`src/hw/rtl/soes_pkg.sv`:
```
// shared types, constants and helpers of the selection outline stencil
`default_nettype none

package soes_pkg;

    localparam int MAX_WIDTH_DEF = 2048;
    localparam int QUEUE_DEPTH   = 4;

    localparam int CFG_IDX_W  = 2;
    localparam int CFG_DATA_W = 32;
    localparam int WIDTH_W    = 12;
    localparam int COLOR_W    = 32;
    localparam int DEPTH_W    = 16;
    localparam int MARGIN_W   = 15;

    localparam logic [WIDTH_W-1:0]  IMAGE_WIDTH_RST  = 12'd640;
    localparam logic [COLOR_W-1:0]  EDGE_COLOR_RST   = 32'hFF00_7BFF;
    localparam logic [MARGIN_W-1:0] DEPTH_MARGIN_RST = 15'd13;

    typedef enum logic [CFG_IDX_W-1:0] {
        CFG_IMAGE_WIDTH  = 2'd0,
        CFG_EDGE_COLOR   = 2'd1,
        CFG_DEPTH_MARGIN = 2'd2
    } t_cfg_idx;

    typedef enum logic {
        ACT_PIXEL = 1'b0,
        ACT_DRAIN = 1'b1
    } t_action;

    // one classified item on its way from the front to the back
    typedef struct packed {
        logic                      emit;
        logic                      we;
        logic                      done;
        logic                      has_left;
        logic                      has_right;
        logic                      has_upper;
        logic                      has_lower;
        logic signed [DEPTH_W-1:0] depth;
        logic [COLOR_W-1:0]        color;
    } t_job;

    // one column of the line memory
    typedef struct packed {
        logic [COLOR_W-1:0]        color;
        logic signed [DEPTH_W-1:0] prev;
        logic signed [DEPTH_W-1:0] upper;
    } t_line;

    // unselected neighbor deeper than center minus margin
    function automatic logic f_hit(
        input logic signed [DEPTH_W-1:0] nb,
        input logic signed [DEPTH_W-1:0] center,
        input logic [MARGIN_W-1:0]       margin
    );
        logic signed [DEPTH_W+1:0] mag;
        logic signed [DEPTH_W+1:0] thr;
        mag = -((DEPTH_W+2)'(nb));
        thr = (DEPTH_W+2)'(center) - $signed({3'b000, margin});
        return nb[DEPTH_W-1] && (mag > thr);
    endfunction

endpackage

`default_nettype wire

```
`src/hw/rtl/soes_queue.sv`:
```
// short queue of classified items between front and back
`default_nettype none

module soes_queue #(
    parameter int  MAX_WIDTH = soes_pkg::MAX_WIDTH_DEF,
    localparam int ADDR_W    = $clog2(MAX_WIDTH)
) (
    input  wire logic              i_clk,
    input  wire logic              i_rst_n,
    input  wire logic              i_push,
    input  soes_pkg::t_job         i_job,
    input  wire logic [ADDR_W-1:0] i_col,
    output logic                   o_full,
    output logic                   o_valid,
    input  wire logic              i_pop,
    output soes_pkg::t_job         o_job,
    output logic [ADDR_W-1:0]      o_col
);
    import soes_pkg::*;

    localparam int PTR_W = $clog2(QUEUE_DEPTH);
    localparam int CNT_W = $clog2(QUEUE_DEPTH + 1);

    t_job              r_job [QUEUE_DEPTH];
    logic [ADDR_W-1:0] r_colq [QUEUE_DEPTH];
    logic [PTR_W-1:0]  r_wr_ptr;
    logic [PTR_W-1:0]  r_rd_ptr;
    logic [CNT_W-1:0]  r_count;
    logic              do_push;
    logic              do_pop;

    assign o_full  = (r_count == CNT_W'(QUEUE_DEPTH));
    assign o_valid = (r_count != '0);
    assign do_push = i_push && !o_full;
    assign do_pop  = i_pop && o_valid;
    assign o_job   = r_job[r_rd_ptr];
    assign o_col   = r_colq[r_rd_ptr];

    always_ff @(posedge i_clk) begin
        if (do_push) begin
            r_job[r_wr_ptr]  <= i_job;
            r_colq[r_wr_ptr] <= i_col;
        end
    end

    always_ff @(posedge i_clk) begin
        if (!i_rst_n) begin
            r_wr_ptr <= '0;
            r_rd_ptr <= '0;
            r_count  <= '0;
        end else begin
            if (do_push) begin
                r_wr_ptr <= (r_wr_ptr == PTR_W'(QUEUE_DEPTH - 1)) ? '0 : r_wr_ptr + PTR_W'(1);
            end
            if (do_pop) begin
                r_rd_ptr <= (r_rd_ptr == PTR_W'(QUEUE_DEPTH - 1)) ? '0 : r_rd_ptr + PTR_W'(1);
            end
            case ({do_push, do_pop})
                2'b10:   r_count <= r_count + CNT_W'(1);
                2'b01:   r_count <= r_count - CNT_W'(1);
                default: r_count <= r_count;
            endcase
        end
    end

endmodule

`default_nettype wire

```
`config.mk`:
```
export PLATFORM = sky130hd
export DESIGN_NAME = soes_queue
export DESIGN_NICKNAME = d
export VERILOG_FILES = /design/src/hw/rtl/soes_pkg.sv /design/src/hw/rtl/soes_queue.sv
export SDC_FILE = /design/constraint.sdc
export NUM_CORES = 1
export LEC_CHECK = 0
export BUFFER_PORTS_ARGS = -buffer_cell sky130_fd_sc_hd__buf_4
export CAP_MARGIN = 10
export CORE_MARGIN = 8
export CORE_UTILIZATION = 30
export DETAILED_ROUTE_END_ITERATION = 8
export SLEW_MARGIN = 30
export SYNTH_ARGS = -nofsm -noshare
export SYNTH_HDL_FRONTEND = slang
export SYNTH_SLANG_ARGS = --single-unit
```
`constraint.sdc`:
```
create_clock -name i_clk -period 6.35 [get_ports i_clk]
set_input_delay 0.3175 -clock i_clk [delete_from_list [all_inputs] [get_ports i_clk]]
set_output_delay 0.3175 -clock i_clk [all_outputs]
set_load 0.05 [all_outputs]
```
### Yosys cells after proc, flatten, opt, wreduce, memory -nomap -nowiden

Memory sizes are Yosys's and may differ from the RTL's. A register that Yosys moved wholly into a read port is not among the register bits.
Index checks and enable logic that the tools add are counted.

| storage, ports and cells | value |
|---|---|
| register bits after elaboration | 7 |
| bits in latches | 0 |
| bits in writable memories | 264 |
| bits in read-only memories | 0 |
| output and inout port bits | 68 |
| logic and storage cells | 28 |
| memories kept | 2 |

| operators by class | value |
|---|---|
| add/subtract/negate cells | 4 |
| multiply operators | 0 |
| divide/modulo/power cells | 0 |
| magnitude comparators | 0 |
| eq/ne operators | 5 |
| shift operators | 0 |
| multiplexer cells | 9 |
| bitwise gates (word level) | 0 |
| reduce and logical (&&, ||, !) cells | 5 |

Memory list:

| memory | words | bits a word | rd ports | clocked after Yosys merged registers in | wr ports | RTL line | text |
|---|---|---|---|---|---|---|---|
| r_job | 4 | 55 | 1 | 1 | 1 | soes_queue.sv:24 | `t_job r_job [QUEUE_DEPTH];` |
| r_colq | 4 | 11 | 1 | 1 | 1 | soes_queue.sv:25 | `logic [ADDR_W-1:0] r_colq [QUEUE_DEPTH];` |

Operators by type and width:

| kind | number |
|---|---|
| $mux W2 | 6 |
| $eq A2 B2 Y1 const B | 3 |
| $pmux W3 S2 | 1 |
| $add A2 B1 Y2 const B | 2 |
| $add A3 B1 Y3 const B | 1 |
| $eq A3 B3 Y1 const B | 1 |
| $reduce_bool A3 Y1 | 1 |
| $sub A3 B1 Y3 const B | 1 |
| $eq A2 B1 Y1 const B | 1 |
| $logic_and A1 B1 Y1 | 2 |
| $mux W1 | 2 |
| $reduce_bool A2 Y1 | 1 |
| $logic_not A1 Y1 | 1 |

### Longest topological paths before layout

| depth | value |
|---|---|
| depth in word-level cells | 5 |
| depth in mapped cells | 10 |
| depth with buffers taken out | 9 |

### Worst setup path after synthesis

OpenSTA, ideal clock, no wires.

| path | value |
|---|---|
| path kind | reg2reg |
| from | register r_count[2] |
| to | memory r_colq[0][0] (netlist bit), enable pin |
| arrival | 2.729 ns |
| required time | 5.796 ns |
| setup slack | 3.067 ns |
| cell stages (with the launch flop) | 5 |
| period minus slack after synthesis | 3.283 ns |
| cells stage by stage | dfxtp_1 > nor3b_1 > nor2b_1 > clkbuf_1 > and2_1 |

| between the ends | value |
|---|---|
| cells in the longest elaborated chain, start to end | 5 |

Ends and longest elaborated chain:

| element | RTL line | text |
|---|---|---|
| from (decl) | soes_queue.sv:28 | `logic [CNT_W-1:0] r_count;` |
| from (signal assigned) | soes_queue.sv:59 | `2'b10: r_count <= r_count + CNT_W'(1);` |
| from (signal assigned) | soes_queue.sv:60 | `2'b01: r_count <= r_count - CNT_W'(1);` |
| from (signal assigned) | soes_queue.sv:61 | `default: r_count <= r_count;` |
| $eq A3 B3 Y1 | soes_queue.sv:32 | `assign o_full = (r_count == CNT_W'(QUEUE_DEPTH));` |
| named net o_full | soes_queue.sv:13 | `output logic o_full,` |
| $logic_not A1 Y1 | soes_queue.sv:34 | `assign do_push = i_push && !o_full;` |
| $logic_and A1 B1 Y1 | soes_queue.sv:34 |  |
| $mux W1 | soes_queue.sv:40 | `if (do_push) begin` |
| $mux W1 (implied by the code) | soes_queue.sv:42 | `r_colq[r_wr_ptr] <= i_col;` |
| to (decl) | soes_queue.sv:25 |  |

The timed path passes the listed nets, and every way through them passes these cells.

==> metrics.txt <==
Max clock buf depth=3; Cell Area, Synth=between 10000 and 15000 sq um; highest clock rate=just over 300 MHz; min-delay src=i_rst_n; I/O Buffers=approximately 140; Hold Vio Cnt, Final=0; fin crit share=approximately half; post-layout min period=between 3 and 4 ns; Initial Util=roughly 30%; largest fanout on the critical path=36; final instance area=13300 sq um; pre-CTS setup slack=around 3.5 ns; Core Box Area=33200 sq um; Tot GR Track Use=a little over a tenth; top cell type by total area after synthesis=edfxtp_1; #FFs+latches synth=273; synth-to-layout area growth=33.2%; synth top area cells=edfxtp_1 (79%), mux4_2 (15%), dfxtp_1 (1.8%); io pins=approximately 140; initial drt markers=174; reg2reg end=r_count[2]; Setup crit start kind=flip-flop; hold crit path type=primary input to flip-flop; final wirelength=about 21000 um; crit end category=primary output; drt drc=0; Slew @ Worst Pin=a little under 0.8 ns; reg2reg path depth=9; CTS tree=built; WL per Instance=roughly 19 um; CP Data Arrival Time=roughly 3 ns; unrepaired setup endpoints after global routing=no; pin count of the biggest net entering global routing=39; hpwl dp=13500 um; leakage power=4.49 nW; Die Y=199 um; top-area cell type share of the netlist area=a little under 80%; post-route ant nets=0; setup_tns=0 ns; setup slack after layout=roughly 3.1 ns; commonest non-fill, non-tap cell in the layout=edfxtp_1; Slew headroom=between 40% and 50%; FP Rows=67; clock sink count=about 270; Die X=around 200 um; Worst-path clk slew=roughly 0.060 ns; r2r setup slk=between 3 and 4 ns; Ys Warns=0; max cap viols=0; first-pass GRT wire length=approximately 32000 um; average cell area after synthesis=about 25 sq um; run status=finished clean; via count of the routed design=4787; layout cells sized above 1=40.2%; initial antenna violation count=0; total power=5.74 mW; hold path endpoint=r_count[1]; n_diodes=0; number of distinct library cells after synthesis=23; final setup fails=0; cts bufs inserted=29; VDD IR max=0.240 mV; post-synth net total=between 400 and 500; DR pass1 iterations=4; most frequent cells in the layout=edfxtp_1 (264), buf_4 (138), mux4_2 (66), dlygate4sd3_1 (66), clkbuf_16 (29); Post-Route Skew=between 0.01 and 0.015 ns; postcts setup bufs=0; sequential-to-total area share from yosys stat=between 80% and 90%; Crit Path Category=flip-flop to primary output; full die area=39500 sq um; root buf cell=clkbuf_16; Reg2Reg Launch Point=r_count[2]; clock latency on the worst-skew pair=approximately 0.53 ns; CTS H-tree lvls=1; Hold-fix buffers, CTS=66; Overflow after GRT=0; RePlAce Congestion=about 0.65; pwr/cell area=about 430 nW/um^2; cell count after synthesis=400; Resize count post-CTS=0; hold depth=2; post-placement cell area=~12000 sq um; nets=705; Final Core Density=40.1%; critical path data required time=between 6 and 7 ns; via/cell ratio=4.36; vias in the first global route=between 5000 and 6000; Slew Viols, Final=0
-- cell type report --
cell class / instances / area, sq um
clock buffers: 33 / 741
clock inverters: 21 / 229
fillers: 2994 / 19900
inverters: 7 / 26.3
multi-input cells: 104 / 1770
flip-flops and latches: 273 / 8120
well taps: 448 / 561
repair buffers: 213 / 1880
-- cell usage after synthesis --
library cell / instances
xnor2_1: 1
edfxtp_1: 264
o31ai_1: 1
ha_1: 6
and2_1: 6
o21ai_0: 4
buf_4: 2
inv_1: 7
or3_1: 2
buf_2: 5
nor3b_1: 1
xor2_1: 1
buf_6: 5
nor2_1: 2
mux2i_1: 2
nor2b_1: 1
clkbuf_1: 4
mux4_2: 66
nand2_1: 7
fa_1: 1
a21boi_0: 1
dfxtp_1: 9
nand3_1: 2
-- cells by family after synthesis --
| family | count (synthesis) | share of synthesized area, % |
|---|---|---|
| DFF | 273 | 81.0 |
| muxes | 68 | 15.1 |
| buffers and inverters | 23 | 1.38 |
| and+or+nand+nor | 21 | 1.08 |
| adders and majority gates | 7 | 0.950 |
| AOI/OAI and AO/OA | 6 | 0.350 |
| xor gates and xnor gates | 2 | 0.175 |
-- worst max path at each step --
| stage | from | cells past startpoint | slack (ns) | endpoint |
|---|---|---|---|---|
| floorplan | r_count[2] | 4 | 3.07 | r_colq[0][0] |
| global placement | flip-flop | 3 | 3.53 | o_job[35] |
| detailed placement | flip-flop | 3 | 3.50 | o_col[10] |
| CTS | flip-flop | 3 | 2.89 | o_col[10] |
| global route | flip-flop | 3 | 2.78 | o_col[10] |
| finish | flip-flop | 3 | 3.06 | o_col[10] |
-- sequential cells by signal (all words and copies together) (netlist names), named ones only --
| name | count |
|---|---|
| r_job | 220 |
| r_colq | 44 |
| r_rd_ptr | 2 |
| r_count | 3 |
| r_wr_ptr | 2 |
-- critical path, cell delays in order (launching register included) --
cell,delay (ns)
dfxtp_4,0.79
buf_4,0.76
mux4_2,0.64
buf_4,0.22
-- stage by stage --
stage,std cells,hold WS (ns)
2_1_floorplan,400,0.416
3_3_place_gp,970,0.475
5_1_grt,1099,0.0885
4_1_cts,1099,0.0705
3_5_place_dp,979,0.521
6_report,1099,0.104
-- power by group --
part	internal (mW)	switching [mW]
sequential	2.18	0.111
clock	1.04	0.655
combinational	0.652	1.11
total	3.87	1.88
-- metal layers --
layer  vias to the layer above  wire length, um  global-route usage, %
met5                         -                0                      0
met4                         0              299                   2.61
met3                        27             1230                   2.37
met2                       118            10700                   18.7
met1                      2495             8440                   12.5
li1                       2147                -                      -
Note: power is estimated with default switching activity, not from simulation.
