**config.mk**
```make
export PLATFORM = sky130hd
export DESIGN_NAME = soes_front
export DESIGN_NICKNAME = d
export VERILOG_FILES = /design/src/hw/rtl/soes_pkg.sv /design/src/hw/rtl/soes_front.sv
export SDC_FILE = /design/constraint.sdc
export NUM_CORES = 1
export LEC_CHECK = 0
export ABC_CLOCK_PERIOD_IN_PS = 3300
export BUFFER_PORTS_ARGS = -buffer_cell sky130_fd_sc_hd__buf_2
export CORE_MARGIN = 5
export CORE_UTILIZATION = 42
export CTS_CLUSTER_SIZE = 10
export DETAILED_ROUTE_END_ITERATION = 10
export HOLD_SLACK_MARGIN = 0.12
export PLACE_DENSITY = 0.73
export SLEW_MARGIN = 15
export SYNTH_ARGS = -nofsm -noshare
export SYNTH_HDL_FRONTEND = slang
export SYNTH_SLANG_ARGS = --single-unit
```
**constraint.sdc**
```tcl
create_clock -name i_clk -period 3.3 [get_ports i_clk]
set_input_delay 0.66 -clock i_clk [delete_from_list [all_inputs] [get_ports i_clk]]
set_output_delay 0.66 -clock i_clk [all_outputs]
set_load 0.01 [all_outputs]
```
**src/hw/rtl/soes_pkg.sv**
```systemverilog
// shared types, constants and helpers of the selection outline stencil
`default_nettype none

package soes_pkg;

    localparam int MAX_WIDTH_DEF = 2048;
    localparam int QUEUE_DEPTH   = 4;

    localparam int CFG_IDX_W  = 2;
    localparam int CFG_DATA_W = 32;
    localparam int WIDTH_W    = 12;
    localparam int COLOR_W    = 32;
    localparam int DEPTH_W    = 16;
    localparam int MARGIN_W   = 15;

    localparam logic [WIDTH_W-1:0]  IMAGE_WIDTH_RST  = 12'd640;
    localparam logic [COLOR_W-1:0]  EDGE_COLOR_RST   = 32'hFF00_7BFF;
    localparam logic [MARGIN_W-1:0] DEPTH_MARGIN_RST = 15'd13;

    typedef enum logic [CFG_IDX_W-1:0] {
        CFG_IMAGE_WIDTH  = 2'd0,
        CFG_EDGE_COLOR   = 2'd1,
        CFG_DEPTH_MARGIN = 2'd2
    } t_cfg_idx;

    typedef enum logic {
        ACT_PIXEL = 1'b0,
        ACT_DRAIN = 1'b1
    } t_action;

    // one classified item on its way from the front to the back
    typedef struct packed {
        logic                      emit;
        logic                      we;
        logic                      done;
        logic                      has_left;
        logic                      has_right;
        logic                      has_upper;
        logic                      has_lower;
        logic signed [DEPTH_W-1:0] depth;
        logic [COLOR_W-1:0]        color;
    } t_job;

    // one column of the line memory
    typedef struct packed {
        logic [COLOR_W-1:0]        color;
        logic signed [DEPTH_W-1:0] prev;
        logic signed [DEPTH_W-1:0] upper;
    } t_line;

    // unselected neighbor deeper than center minus margin
    function automatic logic f_hit(
        input logic signed [DEPTH_W-1:0] nb,
        input logic signed [DEPTH_W-1:0] center,
        input logic [MARGIN_W-1:0]       margin
    );
        logic signed [DEPTH_W+1:0] mag;
        logic signed [DEPTH_W+1:0] thr;
        mag = -((DEPTH_W+2)'(nb));
        thr = (DEPTH_W+2)'(center) - $signed({3'b000, margin});
        return nb[DEPTH_W-1] && (mag > thr);
    endfunction

endpackage

`default_nettype wire

```
**src/hw/rtl/soes_front.sv**
```systemverilog
// front part: configuration registers, frame counters and item classification
`default_nettype none

module soes_front #(
    parameter int  MAX_WIDTH = soes_pkg::MAX_WIDTH_DEF,
    localparam int ADDR_W    = $clog2(MAX_WIDTH),
    localparam int CNT_W     = ADDR_W + 1
) (
    input  wire logic                             i_clk,
    input  wire logic                             i_rst_n,
    input  wire logic                             i_cfg_valid,
    output logic                                  o_cfg_ready,
    input  wire logic [soes_pkg::CFG_IDX_W-1:0]   i_cfg_index,
    input  wire logic [soes_pkg::CFG_DATA_W-1:0]  i_cfg_data,
    input  wire logic                             i_valid,
    output logic                                  o_ready,
    input  wire logic                             i_action,
    input  wire logic signed [soes_pkg::DEPTH_W-1:0] i_mask_depth,
    input  wire logic [soes_pkg::COLOR_W-1:0]     i_base_color,
    output logic                                  o_push,
    output soes_pkg::t_job                        o_job,
    output logic [ADDR_W-1:0]                     o_col,
    input  wire logic                             i_full,
    output logic [soes_pkg::COLOR_W-1:0]          o_edge_color,
    output logic [soes_pkg::MARGIN_W-1:0]         o_depth_margin
);
    import soes_pkg::*;

    logic [WIDTH_W-1:0]  r_image_width;
    logic [COLOR_W-1:0]  r_edge_color;
    logic [MARGIN_W-1:0] r_depth_margin;
    logic [ADDR_W-1:0]   r_col,   n_col;
    logic [1:0]          r_rows,  n_rows;
    logic [ADDR_W-1:0]   r_drain, n_drain;

    logic [CNT_W-1:0] w_eff;
    logic [CNT_W-1:0] col_nxt;
    logic [CNT_W-1:0] drn_nxt;
    logic             last_col;
    logic             last_drn;
    logic             accept;
    logic             cfg_wr;
    logic             keep;
    t_job             job;

    assign o_cfg_ready = 1'b1;
    assign cfg_wr      = i_cfg_valid;
    assign o_ready     = !i_full;
    assign accept      = i_valid && o_ready;

    // width clamped to the supported range
    always_comb begin
        if (r_image_width < WIDTH_W'(2)) begin
            w_eff = CNT_W'(2);
        end else if (int'(r_image_width) > MAX_WIDTH) begin
            w_eff = CNT_W'(MAX_WIDTH);
        end else begin
            w_eff = CNT_W'(r_image_width);
        end
    end

    assign col_nxt  = {1'b0, r_col} + CNT_W'(1);
    assign drn_nxt  = {1'b0, r_drain} + CNT_W'(1);
    assign last_col = col_nxt >= w_eff;
    assign last_drn = drn_nxt >= w_eff;

    always_comb begin
        keep    = 1'b0;
        job     = '0;
        o_col   = r_col;
        n_col   = r_col;
        n_rows  = r_rows;
        n_drain = r_drain;
        job.depth = i_mask_depth;
        job.color = i_base_color;
        unique case (t_action'(i_action))
            ACT_PIXEL: begin
                keep          = (r_drain == '0);
                job.emit      = (r_rows != 2'd0);
                job.we        = 1'b1;
                job.has_left  = (r_col != '0);
                job.has_right = !last_col;
                job.has_upper = r_rows[1];
                job.has_lower = 1'b1;
                if (accept && keep) begin
                    if (last_col) begin
                        n_col = '0;
                        if (!r_rows[1]) begin
                            n_rows = r_rows + 2'd1;
                        end
                    end else begin
                        n_col = col_nxt[ADDR_W-1:0];
                    end
                end
            end
            ACT_DRAIN: begin
                keep          = (r_rows != 2'd0) && (r_col == '0);
                o_col         = r_drain;
                job.emit      = 1'b1;
                job.done      = last_drn;
                job.has_left  = (r_drain != '0);
                job.has_right = !last_drn;
                job.has_upper = r_rows[1];
                if (accept && keep) begin
                    if (last_drn) begin
                        n_rows  = 2'd0;
                        n_drain = '0;
                    end else begin
                        n_drain = drn_nxt[ADDR_W-1:0];
                    end
                end
            end
            default: begin
                keep = 1'b0;
            end
        endcase
        // a width write restarts the frame
        if (cfg_wr && (i_cfg_index == CFG_IMAGE_WIDTH)) begin
            n_col   = '0;
            n_rows  = 2'd0;
            n_drain = '0;
        end
    end

    assign o_push = accept && keep;
    assign o_job  = job;

    always_ff @(posedge i_clk) begin
        if (!i_rst_n) begin
            r_col   <= '0;
            r_rows  <= 2'd0;
            r_drain <= '0;
        end else begin
            r_col   <= n_col;
            r_rows  <= n_rows;
            r_drain <= n_drain;
        end
    end

    always_ff @(posedge i_clk) begin
        if (!i_rst_n) begin
            r_image_width  <= IMAGE_WIDTH_RST;
            r_edge_color   <= EDGE_COLOR_RST;
            r_depth_margin <= DEPTH_MARGIN_RST;
        end else if (cfg_wr) begin
            unique case (i_cfg_index)
                CFG_IMAGE_WIDTH:  r_image_width  <= i_cfg_data[WIDTH_W-1:0];
                CFG_EDGE_COLOR:   r_edge_color   <= i_cfg_data[COLOR_W-1:0];
                CFG_DEPTH_MARGIN: r_depth_margin <= i_cfg_data[MARGIN_W-1:0];
                default: begin
                    r_image_width <= r_image_width;
                end
            endcase
        end
    end

    assign o_edge_color   = r_edge_color;
    assign o_depth_margin = r_depth_margin;

endmodule

`default_nettype wire

```
# Yosys cells after proc, flatten, opt, wreduce, memory -nomap -nowiden
# Cells that the tools add are included.
# W data, S select, Z words.
# word_totals
regBits	83
input_bits	88
out_inout_bits	116
elab_cells	62
# classes
add_sub_neg	3
order_cmp	4
eq_ne	7
mux	16
n_bitwise	2
reduce_logical	23
# ops
cell	count
$mux W11	3
$add A11 B1 Y12 const B	2
$ge A12 B12 Y1	2
$mux W12	2
$logic_not A11 Y1	2
$reduce_bool A11 Y1	2
$gt A12 B12 Y1 const B	1
$lt A12 B2 Y1 const B	1
$mux W2	5
$reduce_and A2 Y1	5
$logic_and A1 B1 Y1	6
$ne A2 B2 Y1 const B	3
$pmux W3 S2	1
$reduce_and A5 Y1	1
$ne A2 B1 Y1 const B	2
$pmux W1 S2	2
$pmux W2 S2	1
$reduce_and A4 Y1	1
$logic_not A1 Y1	3
$add A2 B1 Y2 const B	1
$eq A2 B1 Y1 const B	1
$eq A2 B2 Y1 const B	1
$logic_not A2 Y1	1
$mux W1	2
3 further kinds	4

# Depth between registers and ports, before layout
# Gate-level depths: netlist of run 1.
# depth
ltp_word	7
ltp_mapped	15
mapped_depth_nobuf	13

# Least setup slack after synthesis of run 1
# Ideal clock, no wire load.
# synth_timing
kind	register to output
start	register r_col[0]
end	output port o_job[50] (netlist name)
arrival_time_ns	2.928
required_time_ns	2.640
slack_ns	-0.288
path_stages_with_launch	15
path_buffers	1
path_cell_list	dfxtp_1 -> ha_1 -> nand3_1 -> nor2_1 -> and3_1 -> nand3_1 -> xnor2_1 -> ha_1 -> and4_1 -> nand2_1 -> a211oi_1 -> nor2_1 -> buf_2 -> nand2_1 -> o21ai_0
# synth_lines
element	line	text
start: declaration	soes_front.sv:32	logic [ADDR_W-1:0] r_col, n_col;
start signal: assignment	soes_front.sv:134	r_col <= n_col;
end: declaration	soes_front.sv:21	output soes_pkg::t_job o_job,

==> results of run 1 <==
-- stage by stage --
stage,setup TNS (ns),util,setup slack (ns),cell area [sq um]
floorplan,0,-,0.00293,4790
global placement,0,0.470,0.158,5160
detailed placement,0,0.470,0.0289,5160
CTS,-0.0691,0.523,-0.0348,5740
global route,-0.878,0.538,-0.248,5910
finish,-0.190,0.538,-0.106,5910
-- per-layer routing --
layer	global-route usage	wire length (microns)	vias up	share of wire
met2	0.323	6300	231	0.46
met4	0.0820	355	0	0.026
li1	-	-	2184	-
met5	0	0	-	0
met1	0.237	5310	2115	0.39
met3	0.0813	1700	33	0.12
-- path summary, 6_finish.rpt --
kind                           from           endpoint  slack, ns  cells past startpoint
setup / recovery         r_drain[0]          o_job[52]      -0.11                     12
hold / removal    o_depth_margin[6]  o_depth_margin[6]       0.46                      2
setup reg to reg         r_drain[0]          r_rows[0]       0.26                     14
hold reg to reg   o_depth_margin[6]  o_depth_margin[6]       0.46                      2
-- Yosys cell counts (8+ instances only) --
cell type | n | share of area
a21oi_1 | 16 | 0.017
ha_1 | 26 | 0.068
nand2_1 | 161 | 0.13
buf_4 | 51 | 0.080
and3_1 | 10 | 0.013
nand3_1 | 46 | 0.048
xor2_1 | 14 | 0.026
inv_1 | 12 | 0.0095
nand4_1 | 8 | 0.011
clkbuf_1 | 28 | 0.022
xnor2_1 | 10 | 0.018
nor4_1 | 11 | 0.014
o21ai_0 | 16 | 0.017
a21boi_0 | 32 | 0.050
dfxtp_1 | 83 | 0.35
nor2_1 | 34 | 0.027
-- cell usage in the layout (no fill, tap or decap), drive strengths merged, types with 2 or more instances in the layout --
cell    instances
a211oi          3
a21boi         32
a21o            3
a21oi          16
a31oi           6
and2            2
and3           10
buf           149
bufinv          2
clkbuf         11
clkinv          2
dfxtp          83
ha             26
inv            13
mux2            7
mux2i           6
nand2         161
nand2b          4
nand3          46
nand4           8
nor2           34
nor2b           4
nor3            7
nor4           11
o21ai          16
o22ai           2
or2             2
xnor2          10
xor2           14
-- power breakdown --
group | switching [mW] | internal [mW] | leakage (nW)
Combinational | 0.152 | 0.102 | 1.84
Clock | 0.391 | 0.660 | 0.146
Sequential | 0.0194 | 1.03 | 0.684
-- logic make-up after synthesis --
group,after synthesis,synth area share
flip-flops,83,0.349
AND/OR/NAND/NOR,296,0.275
other,1,0.000787
XOR/XNOR,24,0.0441
multiplexers,13,0.0292
AO/OA/AOI/OAI,82,0.112
buffers and inverters,98,0.121
adder cells (fa/ha/maj),26,0.0683
-- critical path: cells and delay by family, from the launching register on --
| kind | cells | cell delay [ns] |
|---|---|---|
| buf+inv | 2 | 0.21 |
| compound gates | 3 | 0.56 |
| flops | 1 | 0.37 |
| simple gates | 5 | 0.75 |
| fa+ha+maj | 1 | 0.29 |
| xor+xnor | 1 | 0.20 |
-- registers in the layout, summed over array words and instances, names as in the netlist --
signal,cells
r_drain,11
o_depth_margin,15
r_rows,2
r_col,11
r_image_width,12
o_edge_color,32
-- layout make-up --
type,count,area [sq um]
fillers,1011,5070
inverters,14,52.6
well taps,140,175
repair buffers,149,853
clock buffers,11,233
flip-flops and latches,83,1690
clock inverters,4,76.3
multi-input cells,442,2830
-- timing repair --
item                                    in CTS  in global routing
pin swaps                                   18                 27
buffers inserted                            14                  3
endpoints found under the setup margin       2                  3
resized for setup                           42                 34
cloned                                       0                  0
==> results.cfg, run 1 <==
[run_status]
run_status = finished with violations
violations = negative setup slack

[sta]
fin_crit_ns = 3.41
worst_hold_slack_ns = 0.459
rsz_0062_raised_after_global_routing = true
finalHoldViolCount = 0
max_freq_mhz = 294
maxSlewHeadroom = 0.417
timing.final.ws_setup_ns = -0.106
timing_max_transition_violations_final = 0
final-setup-viol-count = 2
fin_crit_sh = 1.03
max_slew.worst_pin.slew_ns = 0.873
fin_worst_skew_ns = 0.00502

[power]
p_total_mw = 2.35
pwr_density_cell_nw_per_um2 = 398
power.ir.vdd_worst_mv = 0.289
leakagePower_nw = 2.67

[place]
place_inst = 811
globalplace.congestion = 0.994
port-buffer-count = 106
placed_wire_length_estimate_after_detailed_placement_mm = 9.80

[synth]
synth-edff-count = 0
synth_cell_type_count = 44
ys_async_sr_fraction = 0
mappedNetlistNets = 737
post_synth.cell_area_avg_sq_um = 7.65
synth-seq-area-share = 0.349
netlist_area_sq_um = 4760
synth_seq_cells = 83
synth_ff_type = dfxtp_1
syn-instance-count = 623
yosysWarnings = 0

[clock_tree]
path_clk_slew_ns = 0.06
cts-buffers-inserted = 9
cts_root_buffer = clkbuf_16
clk-insertion-delay-late_ns = 0.34
cts.sinks = 83
htreeDepth = 3
tritoncts = done
post_cts_hold_buffer_count = 0
clock_path_buffers = 2

[route]
route.antenna.remaining_nets = 0
avgViaCountPerCell = 5.41
1st_iter_drt_viols = 210
finalWirelength_mm = 13.7
vias = 4563
detail_route.first_pass.iterations = 5
routedWlPerCell_microns = 16.2
drc = 0

[worst_setup_path]
worst_path_most_repeated_cell = a21o_1
crit_path_max_incr_delay_ns = 0.37
cp_arrival_ns = 2.75
critical_path.slowest_cell = dfxtp_4
endpoint_kind = output pin
worst_setup_path_start_kind = register
crit_type = reg2out
path_max_fanout = 4
required_ns = 2.64
cp_cell_sequence = and3_1 -> nand3_2 -> xnor2_1 -> ha_1 -> a21oi_2 -> inv_1 -> nor4_2 -> nor3_1 -> a21o_1 -> a21o_1 -> and2_1 -> buf_2

[global_routing]
grt_first_pass_wirelength_mm = 21.6
number_of_antenna_violations_at_the_first_check_in_global_routing = 0
grt_max_degree = 60
track_usage = 0.200
first_global_vias = 4485
gr-total-overflow = 0

[floorplanning]
ios = 204
die_area_sq_um = 13600
design.core.area_sq_um = 11000
rows = 38
die_height_microns = 116
initial_core_util = 0.434
die_x_microns = 116

[worst_hold_path]
hold_class = reg2reg

[cells_and_area]
post_layout_nonfiller_instances = 843
antenna-diode-count = 0
layout-drive-gt1-share = 0.329
nets = 813
relative_area_change_from_synthesis_to_final_layout_pct = 24.1

[flow_run]
drv.max_cap_violation_count = 0
Note: power is estimated with default switching activity, not from simulation.
==> inputs of run 2 (changes only) <==
--- a/config.mk
+++ b/config.mk
@@ -8,11 +8,11 @@
 export ABC_CLOCK_PERIOD_IN_PS = 3300
 export BUFFER_PORTS_ARGS = -buffer_cell sky130_fd_sc_hd__buf_2
 export CORE_MARGIN = 5
-export CORE_UTILIZATION = 42
+export CORE_UTILIZATION = 25
 export CTS_CLUSTER_SIZE = 10
 export DETAILED_ROUTE_END_ITERATION = 10
 export HOLD_SLACK_MARGIN = 0.12
-export PLACE_DENSITY = 0.73
+export PLACE_DENSITY = 0.47
 export SLEW_MARGIN = 15
 export SYNTH_ARGS = -nofsm -noshare
 export SYNTH_HDL_FRONTEND = slang
==> results.cfg, run 2 (synthesized netlist as in run 1, its figures left out) <==
[run_status]
run_status = finished with violations
violations = negative setup slack

[power]
leakagePower_nw = 2.76
p_total_mw = 2.35
pwr_density_cell_nw_per_um2 = 383
power.ir.vdd_worst_mv = 0.251

[clock_tree]
path_clk_slew_ns = 0.07
clk-insertion-delay-late_ns = 0.34
cts-buffers-inserted = 9
htreeDepth = 3
post_cts_hold_buffer_count = 0
clock_path_buffers = 2
tritoncts = done
cts_root_buffer = clkbuf_16
cts.sinks = 83

[worst_setup_path]
endpoint_kind = output pin
crit_type = reg2out
worstSetupStartpoint = r_drain[4]
cp_arrival_ns = 2.74
worst_setup_path_start_kind = register
rr_startpoint = r_drain[1]
required_ns = 2.64
path_max_fanout = 3

[floorplanning]
initial_core_util = 0.255
die_height_microns = 148
design.core.area_sq_um = 18700
die_area_sq_um = 21900
ios = 204
die_x_microns = 148
rows = 50

[sta]
fin_worst_skew_ns = 0.00679
fin_crit_sh = 1.03
worst_hold_slack_ns = 0.461
timing.final.ws_setup_ns = -0.0979
max_slew.worst_pin.slew_ns = 0.697
fin_tns_setup_ns = -0.195
fin_crit_ns = 3.40
timing_max_transition_violations_final = 0
final-setup-viol-count = 2
rsz_0062_raised_after_global_routing = true
finalHoldViolCount = 0
max_freq_mhz = 294
maxSlewHeadroom = 0.535

[route]
finalWirelength_mm = 14.6
avgViaCountPerCell = 4.59
routedWlPerCell_microns = 15.3
1st_iter_drt_viols = 201
vias = 4376
detail_route.first_pass.iterations = 4
route.antenna.remaining_nets = 0
drc = 0

[cells_and_area]
antenna-diode-count = 0
layout-drive-gt1-share = 0.342
seqCellArea_sq_um = 1690
commonest_cells_after_routing_fill_and_taps_aside = 158 x nand2_1, 106 x buf_2, 71 x dfxtp_1
final_core_utilization = 0.327
multiInputGateArea_sq_um = 2820
nets = 828
fillers = 1983
mostFrequentLayoutCell = nand2_1
largest_register_ff_count = 32
relative_area_change_from_synthesis_to_final_layout_pct = 28.6

[worst_hold_path]
timing.hold.worst.start = o_edge_color[21]
hold_class = reg2reg

[global_routing]
track_usage = 0.131
gr-total-overflow = 0
grt_max_degree = 61
first_global_vias = 4267
number_of_antenna_violations_at_the_first_check_in_global_routing = 0
grt_first_pass_wirelength_mm = 23.1

[place]
globalplace.congestion = 0.781
placed_wire_length_estimate_after_detailed_placement_mm = 10.4
port-buffer-count = 106

[flow_run]
drv.max_cap_violation_count = 0
## run 2: cell type report
class,count,share of cell area
clock buffer,10,0.0374
clock inverter,6,0.0118
inverter,14,0.00878
multi-input combinational,442,0.460
sequential,83,0.275
tap,234,0.0478
timing repair buffer,164,0.159
## run 2: repair_timing
item	4_1_cts	5_1_grt
setup buffers	21	3
pin swaps	13	21
resized for setup	20	55
setup endpoints to repair	2	3
hold endpoints to repair	0	0
## run 2: final timing paths
kind | end | slack (ns) | depth (start not counted)
setup / recovery | o_job[50] | -0.1 | 12
setup reg to reg | r_drain[10] | 0.11 | 22
hold / removal | o_edge_color[21] | 0.46 | 2
hold reg to reg | o_edge_color[21] | 0.46 | 2
## run 2: worst max-delay path: stages, from the launching register on
cell and delay [ns]:
dfxtp_2 0.37, and3_4 0.20, nand3_4 0.10, xnor2_2 0.16, ha_1 0.31, a21oi_2 0.18
inv_1 0.07, nor4_2 0.26, nor3_2 0.10, a21o_1 0.16, a21o_1 0.20, o21ai_1 0.14
buf_2 0.15
## run 2: where the power goes
group / switching [mW] / internal (mW) / total, mW
Clock: 0.445 / 0.595 / 1.04
Sequential: 0.0186 / 1.03 / 1.05
Combinational: 0.153 / 0.104 / 0.258
Total: 0.617 / 1.73 / 2.35
## run 2: routing by layer
metal	GRT usage	vias to the layer above	wire length, microns
li1	-	2223	-
met3	0.0638	13	1590
met2	0.192	153	6050
met1	0.173	1987	6790
met5	0	-	0
met4	0.0346	0	166
## run 2: metrics by stage
| stage | std cells | worst slack [ns] | cell area (sq um) |
|---|---|---|---|
| global route | 953 | -0.285 | 6120 |
| global placement | 916 | 0.0951 | 5370 |
| detailed placement | 916 | 0.115 | 5370 |
| finish | 953 | -0.0979 | 6120 |
| floorplan | 623 | 0.00293 | 4790 |
| CTS | 953 | -0.121 | 5880 |
==> inputs of run 3 (changes only) <==
==> constraint.sdc (replaced) <==
create_clock -name i_clk -period 3.3 [get_ports i_clk]
set_input_delay 0.495 -clock i_clk [delete_from_list [all_inputs] [get_ports i_clk]]
set_output_delay 0.495 -clock i_clk [all_outputs]
set_load 0.01 [all_outputs]
==> results.cfg, run 3 (synthesized netlist as in run 1, its figures left out) <==
[sta]
max_slew.worst_pin.slew_ns = 0.711
fin_crit_sh = 0.988
maxSlewHeadroom = 0.526
final-setup-viol-count = 0
worst_hold_slack_ns = 0.352
fin_crit_ns = 3.26
timing.final.ws_setup_ns = 0.0408
timing_max_transition_violations_final = 0
rsz_0062_raised_after_global_routing = true
fin_tns_setup_ns = 0
max_freq_mhz = 307
fin_worst_skew_ns = 0.00857
finalHoldViolCount = 0

[route]
drc = 0
route.antenna.remaining_nets = 0
detail_route.first_pass.iterations = 4
1st_iter_drt_viols = 145
finalWirelength_mm = 14.2
routedWlPerCell_microns = 15.1
avgViaCountPerCell = 4.58
vias = 4309

[clock_tree]
htreeDepth = 3
cts_root_buffer = clkbuf_16
tritoncts = done
clk-insertion-delay-late_ns = 0.35
clock_path_buffers = 2
cts.sinks = 83
path_clk_slew_ns = 0.07
post_cts_hold_buffer_count = 0
cts-buffers-inserted = 9

[floorplanning]
rows = 50
ios = 204
initial_core_util = 0.255
die_x_microns = 148
design.core.area_sq_um = 18700
die_height_microns = 148
die_area_sq_um = 21900

[worst_setup_path]
worst_setup_path_start_kind = register
cp_cell_sequence = buf_6 -> and3_4 -> nand3_4 -> xnor2_2 -> ha_1 -> a21oi_2 -> inv_1 -> nor4_2 -> nor3_2 -> a21o_1 -> a21o_1 -> and2_4 -> buf_6
timing.critical_path.max_delay_family = simple AND/OR/NAND/NOR gates
endpoint_kind = output pin
path_max_fanout = 5
required_ns = 2.80
critical_path.slowest_cell = dfxtp_2
cp_arrival_ns = 2.76
crit_path_max_incr_delay_ns = 0.36
path_buf_inv = 3
crit_type = reg2out

[cells_and_area]
mostFrequentLayoutCell = nand2_1
commonest_cells_after_routing_fill_and_taps_aside = 160 x nand2_1, 105 x buf_2, 69 x dfxtp_1
nets = 816
fillers = 2016
final_core_utilization = 0.319
largest_register_ff_count = 32
antenna-diode-count = 0
relative_area_change_from_synthesis_to_final_layout_pct = 25.4
post_layout_nonfiller_instances = 941
layout-drive-gt1-share = 0.322
final_cell_area_sq_um = 5970

[place]
dpl-instance-area_sq_um = 5260
preCtsSetupSlack_ns = 0.163
port-buffer-count = 106
globalplace.congestion = 0.832
place_inst = 904
placed_wire_length_estimate_after_detailed_placement_mm = 10.5

[global_routing]
grt_first_pass_wirelength_mm = 22.5
track_usage = 0.128
number_of_antenna_violations_at_the_first_check_in_global_routing = 0
grt_max_degree = 35
gr-total-overflow = 0
first_global_vias = 4264

[power]
p_total_mw = 2.31
leakagePower_nw = 2.69
pwr_density_cell_nw_per_um2 = 387
power.ir.vdd_worst_mv = 0.282

[flow_run]
drv.max_cap_violation_count = 0

[run_status]
run_status = completed

[worst_hold_path]
hold_class = in2reg
## run 3: power by group
group | total (mW) | leakage [nW] | internal (mW) | switching (mW)
Combinational | 0.249 | 1.86 | 0.0981 | 0.151
Sequential | 1.05 | 0.684 | 1.03 | 0.0182
Clock | 1.02 | 0.147 | 0.534 | 0.483
## run 3: repair_timing
| item | CTS | global route |
|---|---|---|
| gates resized for setup | 28 | 41 |
| setup buffers | 4 | 17 |
| setup endpoints to repair | 2 | 2 |
| gates cloned | 0 | 0 |
| pin swaps | 12 | 26 |
## run 3: layout make-up
cell class	instances	area, sq um	area share
multi-input cells	442	2750	0.461
flip-flops and latches	83	1690	0.283
repair buffers	152	890	0.149
well taps	234	293	0.0490
clock buffers	9	225	0.0377
clock inverters	7	65.1	0.0109
inverters	14	56.3	0.00943
## run 3: worst min-delay path: stages
cell	delay [ns]
buf_2	0.07
nand2_1	0.04
nand3_1	0.06
## run 3: worst paths after layout
kind	start	end	slack [ns]	depth (start not counted)
worst max-delay path	r_drain[0]	o_job[52]	0.04	13
worst min-delay path	i_cfg_data[31]	o_edge_color[31]	0.35	3
worst max register to register	r_drain[4]	r_rows[0]	0.33	14
worst min register to register	o_depth_margin[8]	o_depth_margin[8]	0.46	2
## run 3: per-layer routing
layer  global-route usage  vias to the layer above  wire length, microns  share of wire
met4               0.0263                        0                   104         0.0073
met2                0.191                      132                  5970           0.42
met3               0.0635                       10                  1310          0.093
met5                    0                        -                     0              0
met1                0.168                     1965                  6790           0.48
li1                     -                     2202                     -              -
